**config.mk**
```make
export PLATFORM = sky130hd
export DESIGN_NAME = postfix_digit_evaluator_core
export DESIGN_NICKNAME = d
export VERILOG_FILES = /design/src/pfe_pkg.sv /design/src/pfe_front.sv /design/src/pfe_back.sv /design/src/pfe_result_q.sv /design/src/postfix_digit_evaluator_core.sv
export SDC_FILE = /design/constraint.sdc
export NUM_CORES = 2
export LEC_CHECK = 0
export BUFFER_PORTS_ARGS = -buffer_cell sky130_fd_sc_hd__buf_2
export CELL_PAD_IN_SITES_DETAIL_PLACEMENT = 2
export CELL_PAD_IN_SITES_GLOBAL_PLACEMENT = 2
export CORE_MARGIN = 2
export CORE_UTILIZATION = 28
export CTS_CLUSTER_SIZE = 20
export DETAILED_ROUTE_END_ITERATION = 8
export PLACE_DENSITY = 0.58
export RECOVER_POWER = 50
export REMOVE_ABC_BUFFERS = 1
export SETUP_SLACK_MARGIN = 0.2
export SYNTH_ARGS = -nofsm -noshare
export SYNTH_HDL_FRONTEND = slang
export SYNTH_SLANG_ARGS = --single-unit
export TNS_END_PERCENT = 1
```
**constraint.sdc**
```tcl
create_clock -name clk -period 12.25 [get_ports clk]
set_clock_uncertainty 0.15 [all_clocks]
set_input_delay 1.225 -clock clk [delete_from_list [all_inputs] [get_ports clk]]
set_output_delay 1.225 -clock clk [all_outputs]
set_load 0.1 [all_outputs]
```
**src/pfe_pkg.sv**
```systemverilog
package pfe_pkg;

  // Fixed widths of the character and result fields.
  localparam int TOKEN_WIDTH = 8;
  localparam int DIGIT_WIDTH = 4;
  localparam int RES_WIDTH   = 32;

  // Character codes that the front part recognizes.
  localparam logic [TOKEN_WIDTH-1:0] DIGIT_LOW  = 8'd48;
  localparam logic [TOKEN_WIDTH-1:0] DIGIT_END  = 8'd58;
  localparam logic [TOKEN_WIDTH-1:0] CHAR_PLUS  = 8'h2B;
  localparam logic [TOKEN_WIDTH-1:0] CHAR_MINUS = 8'h2D;

  // Operation that a classified character asks of the stack.
  typedef enum logic [1:0] {
    OP_NOP  = 2'd0,
    OP_PUSH = 2'd1,
    OP_ADD  = 2'd2,
    OP_SUB  = 2'd3
  } op_t;

  // Status reported with each result.
  typedef enum logic [1:0] {
    ST_OK       = 2'd0,
    ST_EMPTY    = 2'd1,
    ST_OVERFLOW = 2'd2
  } status_t;

  // One classified character, as it waits in the command queue.
  typedef struct packed {
    op_t                    op;
    logic [DIGIT_WIDTH-1:0] digit;
    logic                   last;
  } cmd_t;

  // One finished result.
  typedef struct packed {
    logic signed [RES_WIDTH-1:0] value;
    status_t                     status;
  } result_t;

endpackage

```
**src/pfe_front.sv**
```systemverilog
module pfe_front (
  input  logic                                clk,
  input  logic                                rst_n,
  input  logic                                push,
  output logic                                full,
  input  logic [pfe_pkg::TOKEN_WIDTH-1:0]     in_token,
  input  logic                                in_last,
  output logic                                cmd_valid,
  output pfe_pkg::cmd_t                       cmd,
  input  logic                                cmd_ready
);

  pfe_pkg::cmd_t q_r [2];
  logic          wr_ptr_r, wr_ptr_nxt;
  logic          rd_ptr_r, rd_ptr_nxt;
  logic [1:0]    cnt_r, cnt_nxt;
  logic          accept;
  logic          deq;
  pfe_pkg::cmd_t cls;

  // Classify the incoming character into a stack operation.
  always_comb begin
    cls.last  = in_last;
    cls.digit = pfe_pkg::DIGIT_WIDTH'(in_token - pfe_pkg::DIGIT_LOW);
    if (in_token >= pfe_pkg::DIGIT_LOW && in_token < pfe_pkg::DIGIT_END) begin
      cls.op = pfe_pkg::OP_PUSH;
    end else if (in_token == pfe_pkg::CHAR_PLUS) begin
      cls.op = pfe_pkg::OP_ADD;
    end else if (in_token == pfe_pkg::CHAR_MINUS) begin
      cls.op = pfe_pkg::OP_SUB;
    end else begin
      cls.op = pfe_pkg::OP_NOP;
    end
  end

  // Two-entry command queue between the front and the back part.
  assign full      = (cnt_r == 2'd2);
  assign accept    = push & ~full;
  assign cmd_valid = (cnt_r != 2'd0);
  assign cmd       = q_r[rd_ptr_r];
  assign deq       = cmd_valid & cmd_ready;

  always_comb begin
    wr_ptr_nxt = accept ? ~wr_ptr_r : wr_ptr_r;
    rd_ptr_nxt = deq ? ~rd_ptr_r : rd_ptr_r;
    cnt_nxt    = cnt_r + 2'(accept) - 2'(deq);
  end

  always_ff @(posedge clk) begin
    if (!rst_n) begin
      wr_ptr_r <= 1'b0;
      rd_ptr_r <= 1'b0;
      cnt_r    <= 2'd0;
    end else begin
      wr_ptr_r <= wr_ptr_nxt;
      rd_ptr_r <= rd_ptr_nxt;
      cnt_r    <= cnt_nxt;
    end
  end

  // Queue storage needs no reset.
  always_ff @(posedge clk) begin
    if (accept) begin
      q_r[wr_ptr_r] <= cls;
    end
  end

endmodule

```
**src/pfe_back.sv**
```systemverilog
module pfe_back #(
  parameter int STACK_DEPTH = 64,
  parameter int VALUE_WIDTH = 32
) (
  input  logic             clk,
  input  logic             rst_n,
  input  logic             cmd_valid,
  input  pfe_pkg::cmd_t    cmd,
  output logic             cmd_ready,
  output logic             res_valid,
  output pfe_pkg::result_t res,
  input  logic             res_ready
);

  localparam int CW = $clog2(STACK_DEPTH + 1);
  localparam int AW = (STACK_DEPTH > 1) ? $clog2(STACK_DEPTH) : 1;

  // Stack body in memory; the top three entries are also held in registers.
  logic [VALUE_WIDTH-1:0] mem [STACK_DEPTH];
  logic [VALUE_WIDTH-1:0] top_r, top_nxt;
  logic [VALUE_WIDTH-1:0] sec_r, sec_nxt;
  logic [VALUE_WIDTH-1:0] third_r;
  logic [CW-1:0]          count_r, count_nxt, c_tok;
  logic                   ovf_r, ovf_nxt, ovf_tok;
  logic                   fire;
  logic                   we;
  logic [AW-1:0]          waddr;
  logic [AW-1:0]          raddr;
  logic [VALUE_WIDTH-1:0] wdata;
  logic                   third_from_sec;
  logic                   third_from_mem;

  // A result beat can only leave when the result queue has room.
  assign cmd_ready = ~cmd.last | res_ready;
  assign fire      = cmd_valid & cmd_ready;
  assign raddr     = AW'(count_r - CW'(4));

  // Execute one operation against the cached top of the stack.
  always_comb begin
    c_tok          = count_r;
    ovf_tok        = ovf_r;
    top_nxt        = top_r;
    sec_nxt        = sec_r;
    we             = 1'b0;
    waddr          = AW'(count_r);
    wdata          = top_r;
    third_from_sec = 1'b0;
    third_from_mem = 1'b0;
    if (fire) begin
      unique case (cmd.op)
        pfe_pkg::OP_PUSH: begin
          if (count_r < CW'(STACK_DEPTH)) begin
            we             = 1'b1;
            waddr          = AW'(count_r);
            wdata          = VALUE_WIDTH'(cmd.digit);
            top_nxt        = VALUE_WIDTH'(cmd.digit);
            sec_nxt        = top_r;
            third_from_sec = 1'b1;
            c_tok          = count_r + CW'(1);
          end else begin
            ovf_tok = 1'b1;
          end
        end
        pfe_pkg::OP_ADD, pfe_pkg::OP_SUB: begin
          if (count_r >= CW'(2)) begin
            top_nxt        = (cmd.op == pfe_pkg::OP_ADD) ? sec_r + top_r : sec_r - top_r;
            we             = 1'b1;
            waddr          = AW'(count_r - CW'(2));
            wdata          = top_nxt;
            sec_nxt        = third_r;
            third_from_mem = 1'b1;
            c_tok          = count_r - CW'(1);
          end
        end
        default: begin
        end
      endcase
    end
  end

  // Form the result on the last character and clear for the next expression.
  always_comb begin
    res_valid = fire & cmd.last;
    res.value = (c_tok != '0) ? pfe_pkg::RES_WIDTH'(signed'(top_nxt)) : '0;
    if (ovf_tok) begin
      res.status = pfe_pkg::ST_OVERFLOW;
    end else if (c_tok == '0) begin
      res.status = pfe_pkg::ST_EMPTY;
    end else begin
      res.status = pfe_pkg::ST_OK;
    end
    count_nxt = res_valid ? '0 : c_tok;
    ovf_nxt   = res_valid ? 1'b0 : ovf_tok;
  end

  always_ff @(posedge clk) begin
    if (!rst_n) begin
      count_r <= '0;
      ovf_r   <= 1'b0;
    end else begin
      count_r <= count_nxt;
      ovf_r   <= ovf_nxt;
    end
  end

  // Cached entries carry payload only.
  always_ff @(posedge clk) begin
    top_r <= top_nxt;
    sec_r <= sec_nxt;
  end

  // Stack memory with a registered read that refills the third entry.
  always_ff @(posedge clk) begin
    if (we) begin
      mem[waddr] <= wdata;
    end
    if (third_from_mem) begin
      third_r <= mem[raddr];
    end else if (third_from_sec) begin
      third_r <= sec_r;
    end
  end

endmodule

```
**src/pfe_result_q.sv**
```systemverilog
module pfe_result_q (
  input  logic                              clk,
  input  logic                              rst_n,
  input  logic                              res_valid,
  input  pfe_pkg::result_t                  res,
  output logic                              res_ready,
  output logic                              empty,
  input  logic                              pop,
  output logic signed [pfe_pkg::RES_WIDTH-1:0] out_value,
  output logic [1:0]                        out_status
);

  pfe_pkg::result_t q_r [2];
  pfe_pkg::result_t head;
  logic             wr_ptr_r, wr_ptr_nxt;
  logic             rd_ptr_r, rd_ptr_nxt;
  logic [1:0]       cnt_r, cnt_nxt;
  logic             enq;
  logic             deq;

  // Two-entry result queue so the back part keeps going while a beat waits.
  assign res_ready  = (cnt_r != 2'd2);
  assign enq        = res_valid & res_ready;
  assign empty      = (cnt_r == 2'd0);
  assign deq        = pop & ~empty;
  assign head       = q_r[rd_ptr_r];
  assign out_value  = head.value;
  assign out_status = head.status;

  always_comb begin
    wr_ptr_nxt = enq ? ~wr_ptr_r : wr_ptr_r;
    rd_ptr_nxt = deq ? ~rd_ptr_r : rd_ptr_r;
    cnt_nxt    = cnt_r + 2'(enq) - 2'(deq);
  end

  always_ff @(posedge clk) begin
    if (!rst_n) begin
      wr_ptr_r <= 1'b0;
      rd_ptr_r <= 1'b0;
      cnt_r    <= 2'd0;
    end else begin
      wr_ptr_r <= wr_ptr_nxt;
      rd_ptr_r <= rd_ptr_nxt;
      cnt_r    <= cnt_nxt;
    end
  end

  always_ff @(posedge clk) begin
    if (enq) begin
      q_r[wr_ptr_r] <= res;
    end
  end

endmodule

```
**src/postfix_digit_evaluator_core.sv**
```systemverilog
// Postfix evaluator: one ASCII character is taken per cycle, sustained, with no
// bubbles between expressions, as long as the consumer keeps the result queue from
// filling. Digits push, '+' and '-' combine the top two stack entries, and the
// character flagged last makes one result beat (top of stack and status) appear on
// the output queue: it passes the command queue, is evaluated, and is written into
// the result queue, from which it can be popped. The rate is set by the back part's
// single stack step per cycle: the top three entries live in registers and the stack
// memory is written once and read once per cycle. With two result beats waiting, a
// last character stalls the back part until a beat is popped, and the two-entry
// input queue then fills. The stack needs no clearing after reset; it is usable at once.
module postfix_digit_evaluator_core #(
  parameter int STACK_DEPTH = 64,
  parameter int VALUE_WIDTH = 32
) (
  input  logic                                 clk,
  input  logic                                 rst_n,
  input  logic                                 push,
  output logic                                 full,
  input  logic [pfe_pkg::TOKEN_WIDTH-1:0]      in_token,
  input  logic                                 in_last,
  output logic                                 empty,
  input  logic                                 pop,
  output logic signed [pfe_pkg::RES_WIDTH-1:0] out_value,
  output logic [1:0]                           out_status
);

  logic             cmd_valid;
  logic             cmd_ready;
  pfe_pkg::cmd_t    cmd;
  logic             res_valid;
  logic             res_ready;
  pfe_pkg::result_t res;

  // Front part: classify characters into the command queue.
  pfe_front u_front (
    .clk       (clk),
    .rst_n     (rst_n),
    .push      (push),
    .full      (full),
    .in_token  (in_token),
    .in_last   (in_last),
    .cmd_valid (cmd_valid),
    .cmd       (cmd),
    .cmd_ready (cmd_ready)
  );

  // Back part: run the operand stack.
  pfe_back #(
    .STACK_DEPTH (STACK_DEPTH),
    .VALUE_WIDTH (VALUE_WIDTH)
  ) u_back (
    .clk       (clk),
    .rst_n     (rst_n),
    .cmd_valid (cmd_valid),
    .cmd       (cmd),
    .cmd_ready (cmd_ready),
    .res_valid (res_valid),
    .res       (res),
    .res_ready (res_ready)
  );

  // Result queue toward the consumer.
  pfe_result_q u_result_q (
    .clk        (clk),
    .rst_n      (rst_n),
    .res_valid  (res_valid),
    .res        (res),
    .res_ready  (res_ready),
    .empty      (empty),
    .pop        (pop),
    .out_value  (out_value),
    .out_status (out_status)
  );

endmodule

```
# After elaboration in Yosys (flattened, before gate mapping)
# Memory sizes are Yosys's and may differ from the RTL's. A register that Yosys moved wholly into a read port is not among the register bits.
# Index checks and enable logic that the tools add are counted.
# totals
ff_bits	112
mem_bits_rw	2130
word_cells	106
memories	3
# memory_table
name	words	width	read_ports	rd_ports_with_merged_regs	write_ports	line	text
u_back.mem	64	32	1	0	1	pfe_back.sv:19	logic [VALUE_WIDTH-1:0] mem [STACK_DEPTH];
u_result_q.q_r	2	34	1	1	1	pfe_result_q.sv:13	pfe_pkg::result_t q_r [2];
u_front.q_r	2	7	1	1	1	pfe_front.sv:13	pfe_pkg::cmd_t q_r [2];
# op_classes
addsub	11
order_cmp	4
eq_ne	9
n_mux	44
bitwise	14
n_reduce_logical	10
# ops
operator	count
$mux W32	9
$pmux W32 S2	2
$add A32 B32 Y32	1
$sub A32 B32 Y32	1
$mux W1	21
$mux W7	3
$mux W6	3
$eq A8 B6 Y1 const B	2
$pmux W7 S2	1
$ge A8 B6 Y1 const B	1
$lt A8 B6 Y1 const B	1
$mux W2	4
$not A1 Y1	8
$add A7 B1 Y7 const B	1
$ge A7 B2 Y1 const B	1
$logic_not A7 Y1	1
$lt A7 B7 Y1 const B	1
$reduce_bool A7 Y1	1
$sub A7 B1 Y7 const B	1
$eq A2 B2 Y1 const B	3
$reduce_bool A2 Y1	3
$sub A6 B2 Y6 const B	1
$sub A6 B3 Y6 const B	1
$and A1 B1 Y1	5
12 further kinds	16

# Logic depth before layout (Yosys ltp)
# depth
word_depth	7
depth_mapped	16

# Cells and area by module
# From an unflattened synthesis, not the netlist that was laid out.
# hier_totals
cells_unflattened	3984
area_unflattened_um2	88419.8
# modules_own_cells
mod	n_inst	cells_each	area_per_inst_um2	seq_area_each_um2
pfe_back	1	3795	84790.1	64221.6
pfe_result_q	1	130	2840.2	2142.1
pfe_front	1	59	789.5	520.5

# Least setup slack after synthesis
# OpenSTA, ideal clock, no wires.
# synth_path
kind	register to register
start	register (tool-made name)
end	memory u_back.mem[0][17], data pin
setup_ns	0.715
arrival_time_ns	5.595
required_ns	11.385
slack_ns	5.790
path_stages_with_launch	15
period_less_slack_ns	6.460
path_cell_list	dfxtp_1 -> buf_6 -> mux2i_2 -> nor2_1 -> clkbuf_1 -> a21oi_1 -> xor2_1 -> ha_1 -> clkbuf_1 -> a21oi_1 -> nand2_1 -> a2111oi_1 -> o41ai_1 -> xnor2_1 -> o21ai_0
# synth_lines
item	line
end: declaration	pfe_back.sv:19

==> results.txt <==
- The number of buffers and inverters on the critical path is 2.
- In the routed design, unresolved DRC markers number 0.
* Maximum cell stage delay along the critical path: 2.13 ns
- Maximum level of the CTS H-tree: 4
- Portion of the post-synthesis area used by sequential elements: 75.4%
- Of the available clock period, the critical path in the final layout requires 74.7%.
- During placement, the flow inserted port buffers numbering 48.
- Timing would allow up to 0.109 GHz.
- The worst hold path belongs to the class reg -> reg.
* Overflow after GRT: 0
* Ys Warns: 0
- The analysis attributes to cell leakage a power of 30.7 nW.
- The final reports fail on max-capacitance violations, max-slew violations.
- After routing the design area is 102000 µm².
* Post-synthesis instance total: 4149
- The count of nets left with antenna violations once routing finished came out at 0.
* Met3 routed wirelength: 13600 µm
* Die area: 321000 µm²
- Detailed routing placed a total of 128000 µm of wire on met2.
- Layout cells sized above 1: 26.0%
- Measured on the finished design, the core utilization comes to 32.3%.
* Cell class contributing the biggest share of worst-path delay: buffers and inverters
* Leading cell type in the layout, fill and taps excluded: sky130_fd_sc_hd__edfxtp_1
* Height of the die: 567 µm
- Highest fanout seen on the critical path: 36
- Iter 0 DRT Violations: 4451
* CORE AREA: 315000 µm²
- Placer congestion estimate: 0.804
- In this run the core area contains 206 standard-cell rows.
- The clock reaches the later pin of the worst-skew pair after 0.88 ns.
- Crit path launch type: flop
- For this design the ratio of total power to cell area is 235 nW/µm².
- Via count of the first global-routing pass: 46700
* RSZ-0062 raised after global routing: false
- Final Slew Violations: 2062
- The synthesized netlist occupies a cell area of 88700 µm².
* Largest voltage drop on the vdd net: 0.000166 V
- Slew at the pin closest to its max-slew limit: 3.34 ns
* Count of maximum capacitance violations: 62
- Data arrives at the worst endpoint at 9.41 ns.
- Antenna violations before repair: 24
- Clock slew at reported path FFs: 0.06 ns
- Across all layers, the routed design uses 43700 vias.
- Total of endpoints with negative setup slack in the final report: 0
- The netlist uses 75 different library cells.
* TritonCTS clock tree: built
- The routed design has 268000 µm of wire.
- Initial Utilization: 28.1%
* Routed WL per cell: 30.8 µm
- For this run, the leading register cell type out of synthesis is sky130_fd_sc_hd__edfxtp_1.
* Total I/O pin count: 49
- In the routed layout, each cell is associated on average with a via count of 5.02.
* Count of flip-flops with a built-in enable after synthesis: 2194
- The clock drives 2244 sinks.
- For this design, the CTS-stage hold fixing added 0 buffers.
* Fraction of synthesis flops using an asynchronous set or reset pin: 0%
- The detailed router put a total of 121000 µm of wire on met1.
- The first global-routing pass estimated 379000 µm of wire.
- The worst setup path is captured at a flop.
- The die is 567 µm wide.
* Number of buffers created by CTS: 233
- Class of the most critical setup path: reg -> reg
- Synth Area per Inst: 21.4 µm²
- Area growth syn-to-layout: 14.9%
* Total of flip-flops plus latches after synthesis: 2244
- Walking the worst path, the cells encountered are mux2i_4, clkbuf_1, a221oi_1, nand2_1, o31ai_1, nand3_1, nor2_4, clkbuf_1.
- Net count reported at finish: 4418
* Layout fillers: 30900
* Number of instances resized during post-cts repair: 0
- STA puts the critical path data required time at 12.51 ns.
- Number of setup buffers added after CTS: 0
* Total Routing Usage GR: 16.4%
* Clock tree root driver cell: sky130_fd_sc_hd__clkbuf_16
* Most numerous cell on the critical path: sky130_fd_sc_hd__clkbuf_1
* HPWL after DPL: 150000 µm
- The number of hold violations in the final report is 0.
- In the layout the commonest cells are 2194 x sky130_fd_sc_hd__edfxtp_1, 640 x sky130_fd_sc_hd__mux4_2, 234 x sky130_fd_sc_hd__clkbuf_16.
- Crit path max-delay cell type: sky130_fd_sc_hd__clkbuf_1
- No sink is reached through more buffers than the 4 on the longest clock path.
* Crit path time final: 9.15 ns
* Pre-antenna DRT Iters: 6
- Maximum number of pins on one net before global-route repair: 107
* Topmost layer with routed signal wires: met4
- Run status: finished, violations left
- The worst pin sits at a relative slew slack of -123%.
- Placed Area: 95100 µm²
- Summed over all failing endpoints, the final setup total negative slack is 0 ns.
## synthesized netlist by cell type (all sizes together) (17+ instances only)
| cell | instances | share of area (%) |
|---|---|---|
| edfxtp | 2194 | 74 |
| mux4 | 640 | 16 |
| nand2 | 202 | 0.85 |
| nor2 | 168 | 0.71 |
| clkbuf | 147 | 0.62 |
| a21oi | 102 | 0.58 |
| mux2i | 79 | 0.90 |
| o21ai | 72 | 0.41 |
| buf | 66 | 0.39 |
| dfxtp | 50 | 1.1 |
| ha | 50 | 0.71 |
| mux2 | 38 | 0.49 |
| xnor2 | 33 | 0.33 |
| inv | 32 | 0.14 |
| nand3 | 28 | 0.16 |
| xor2 | 25 | 0.25 |
| nor2b | 19 | 0.13 |
| and3 | 17 | 0.12 |
## metal layers
layer | vias up | track usage, %
met2 | 1309 | 26.7
li1 | 17800 | -
met4 | 0 | 3.49
met3 | 298 | 1.92
met5 | - | 0
met1 | 24400 | 23.6
## power by group
| group | internal [W] | total (W) | leakage [nW] | switching (W) |
|---|---|---|---|---|
| sequential | 0.00972 | 0.00996 | 20.6 | 0.000247 |
| clock | 0.00384 | 0.00680 | 3.48 | 0.00296 |
| combinational | 0.00221 | 0.00721 | 6.64 | 0.00499 |
| total | 0.0158 | 0.0240 | 30.7 | 0.00820 |
## worst register-to-register path: cells and delay by family (launching register included)
| kind | cells | cell delay, ns |
|---|---|---|
| buffers and inverters | 2 | 2.86 |
| and+or+nand+nor | 3 | 2.25 |
| muxes | 1 | 0.11 |
| DFF | 1 | 0.65 |
| AOI/OAI and AO/OA | 2 | 2.65 |
## final cells by class
type / count / area (µm²) / share of cell area [%]
clock buffers: 283 / 6080 / 5.96
multi-input cells: 1659 / 21400 / 21.0
well taps: 4160 / 5200 / 5.11
diodes: 12 / 30.0 / 0.0295
flip-flops and latches: 2244 / 66900 / 65.6
repair buffers: 183 / 1090 / 1.07
inverters: 33 / 124 / 0.121
clock inverters: 135 / 1090 / 1.07
## state kept, by name (all words and copies together) (netlist names), 2 cells and up, named ones only
name / cells
u_front.q_r: 14
u_front.cnt_r: 2
u_back.top_r: 32
u_back.count_r: 7
u_back.sec_r: 32
u_back.mem: 2048
u_result_q.cnt_r: 2
u_result_q.q_r: 68
u_back.third_r: 32
## cells by family (layout without fill, tap and decap cells)
group | Yosys count | count (layout) | synth area share, %
buffers and inverters | 246 | 634 | 1.15
AOI/OAI and AO/OA | 283 | 283 | 1.99
xor gates and xnor gates | 58 | 58 | 0.573
and+or+nand+nor | 510 | 510 | 2.54
adders and majority gates | 51 | 51 | 0.728
muxes | 757 | 757 | 17.6
other | 0 | 12 | 0
DFF | 2244 | 2244 | 75.4
## final timing paths
kind                                    from           endpoint  slack, ns  depth (start not counted)
worst max-delay path                    flop  u_back.mem[23][4]       3.10                          8
worst min-delay path            u_back.ovf_r       u_back.ovf_r       0.38                          2
worst max register to register          flop  u_back.mem[23][4]       3.10                          8
worst min register to register  u_back.ovf_r       u_back.ovf_r       0.38                          2
## through the flow
stage / hold WS (ns) / total power [W] / std cells / worst slack, ns
after global placement: 0.336 / 0.0173 / 8279 / 5.66
after floorplan: 0.296 / 0.0157 / 3936 / -21.35
after global routing: 0.393 / 0.0249 / 8698 / 2.62
after detailed placement: 0.343 / 0.0175 / 8279 / 5.52
after CTS: 0.360 / 0.0243 / 8697 / 5.51
final: 0.376 / 0.0240 / 8709 / 3.10
Note: power is estimated with default switching activity, not from simulation.
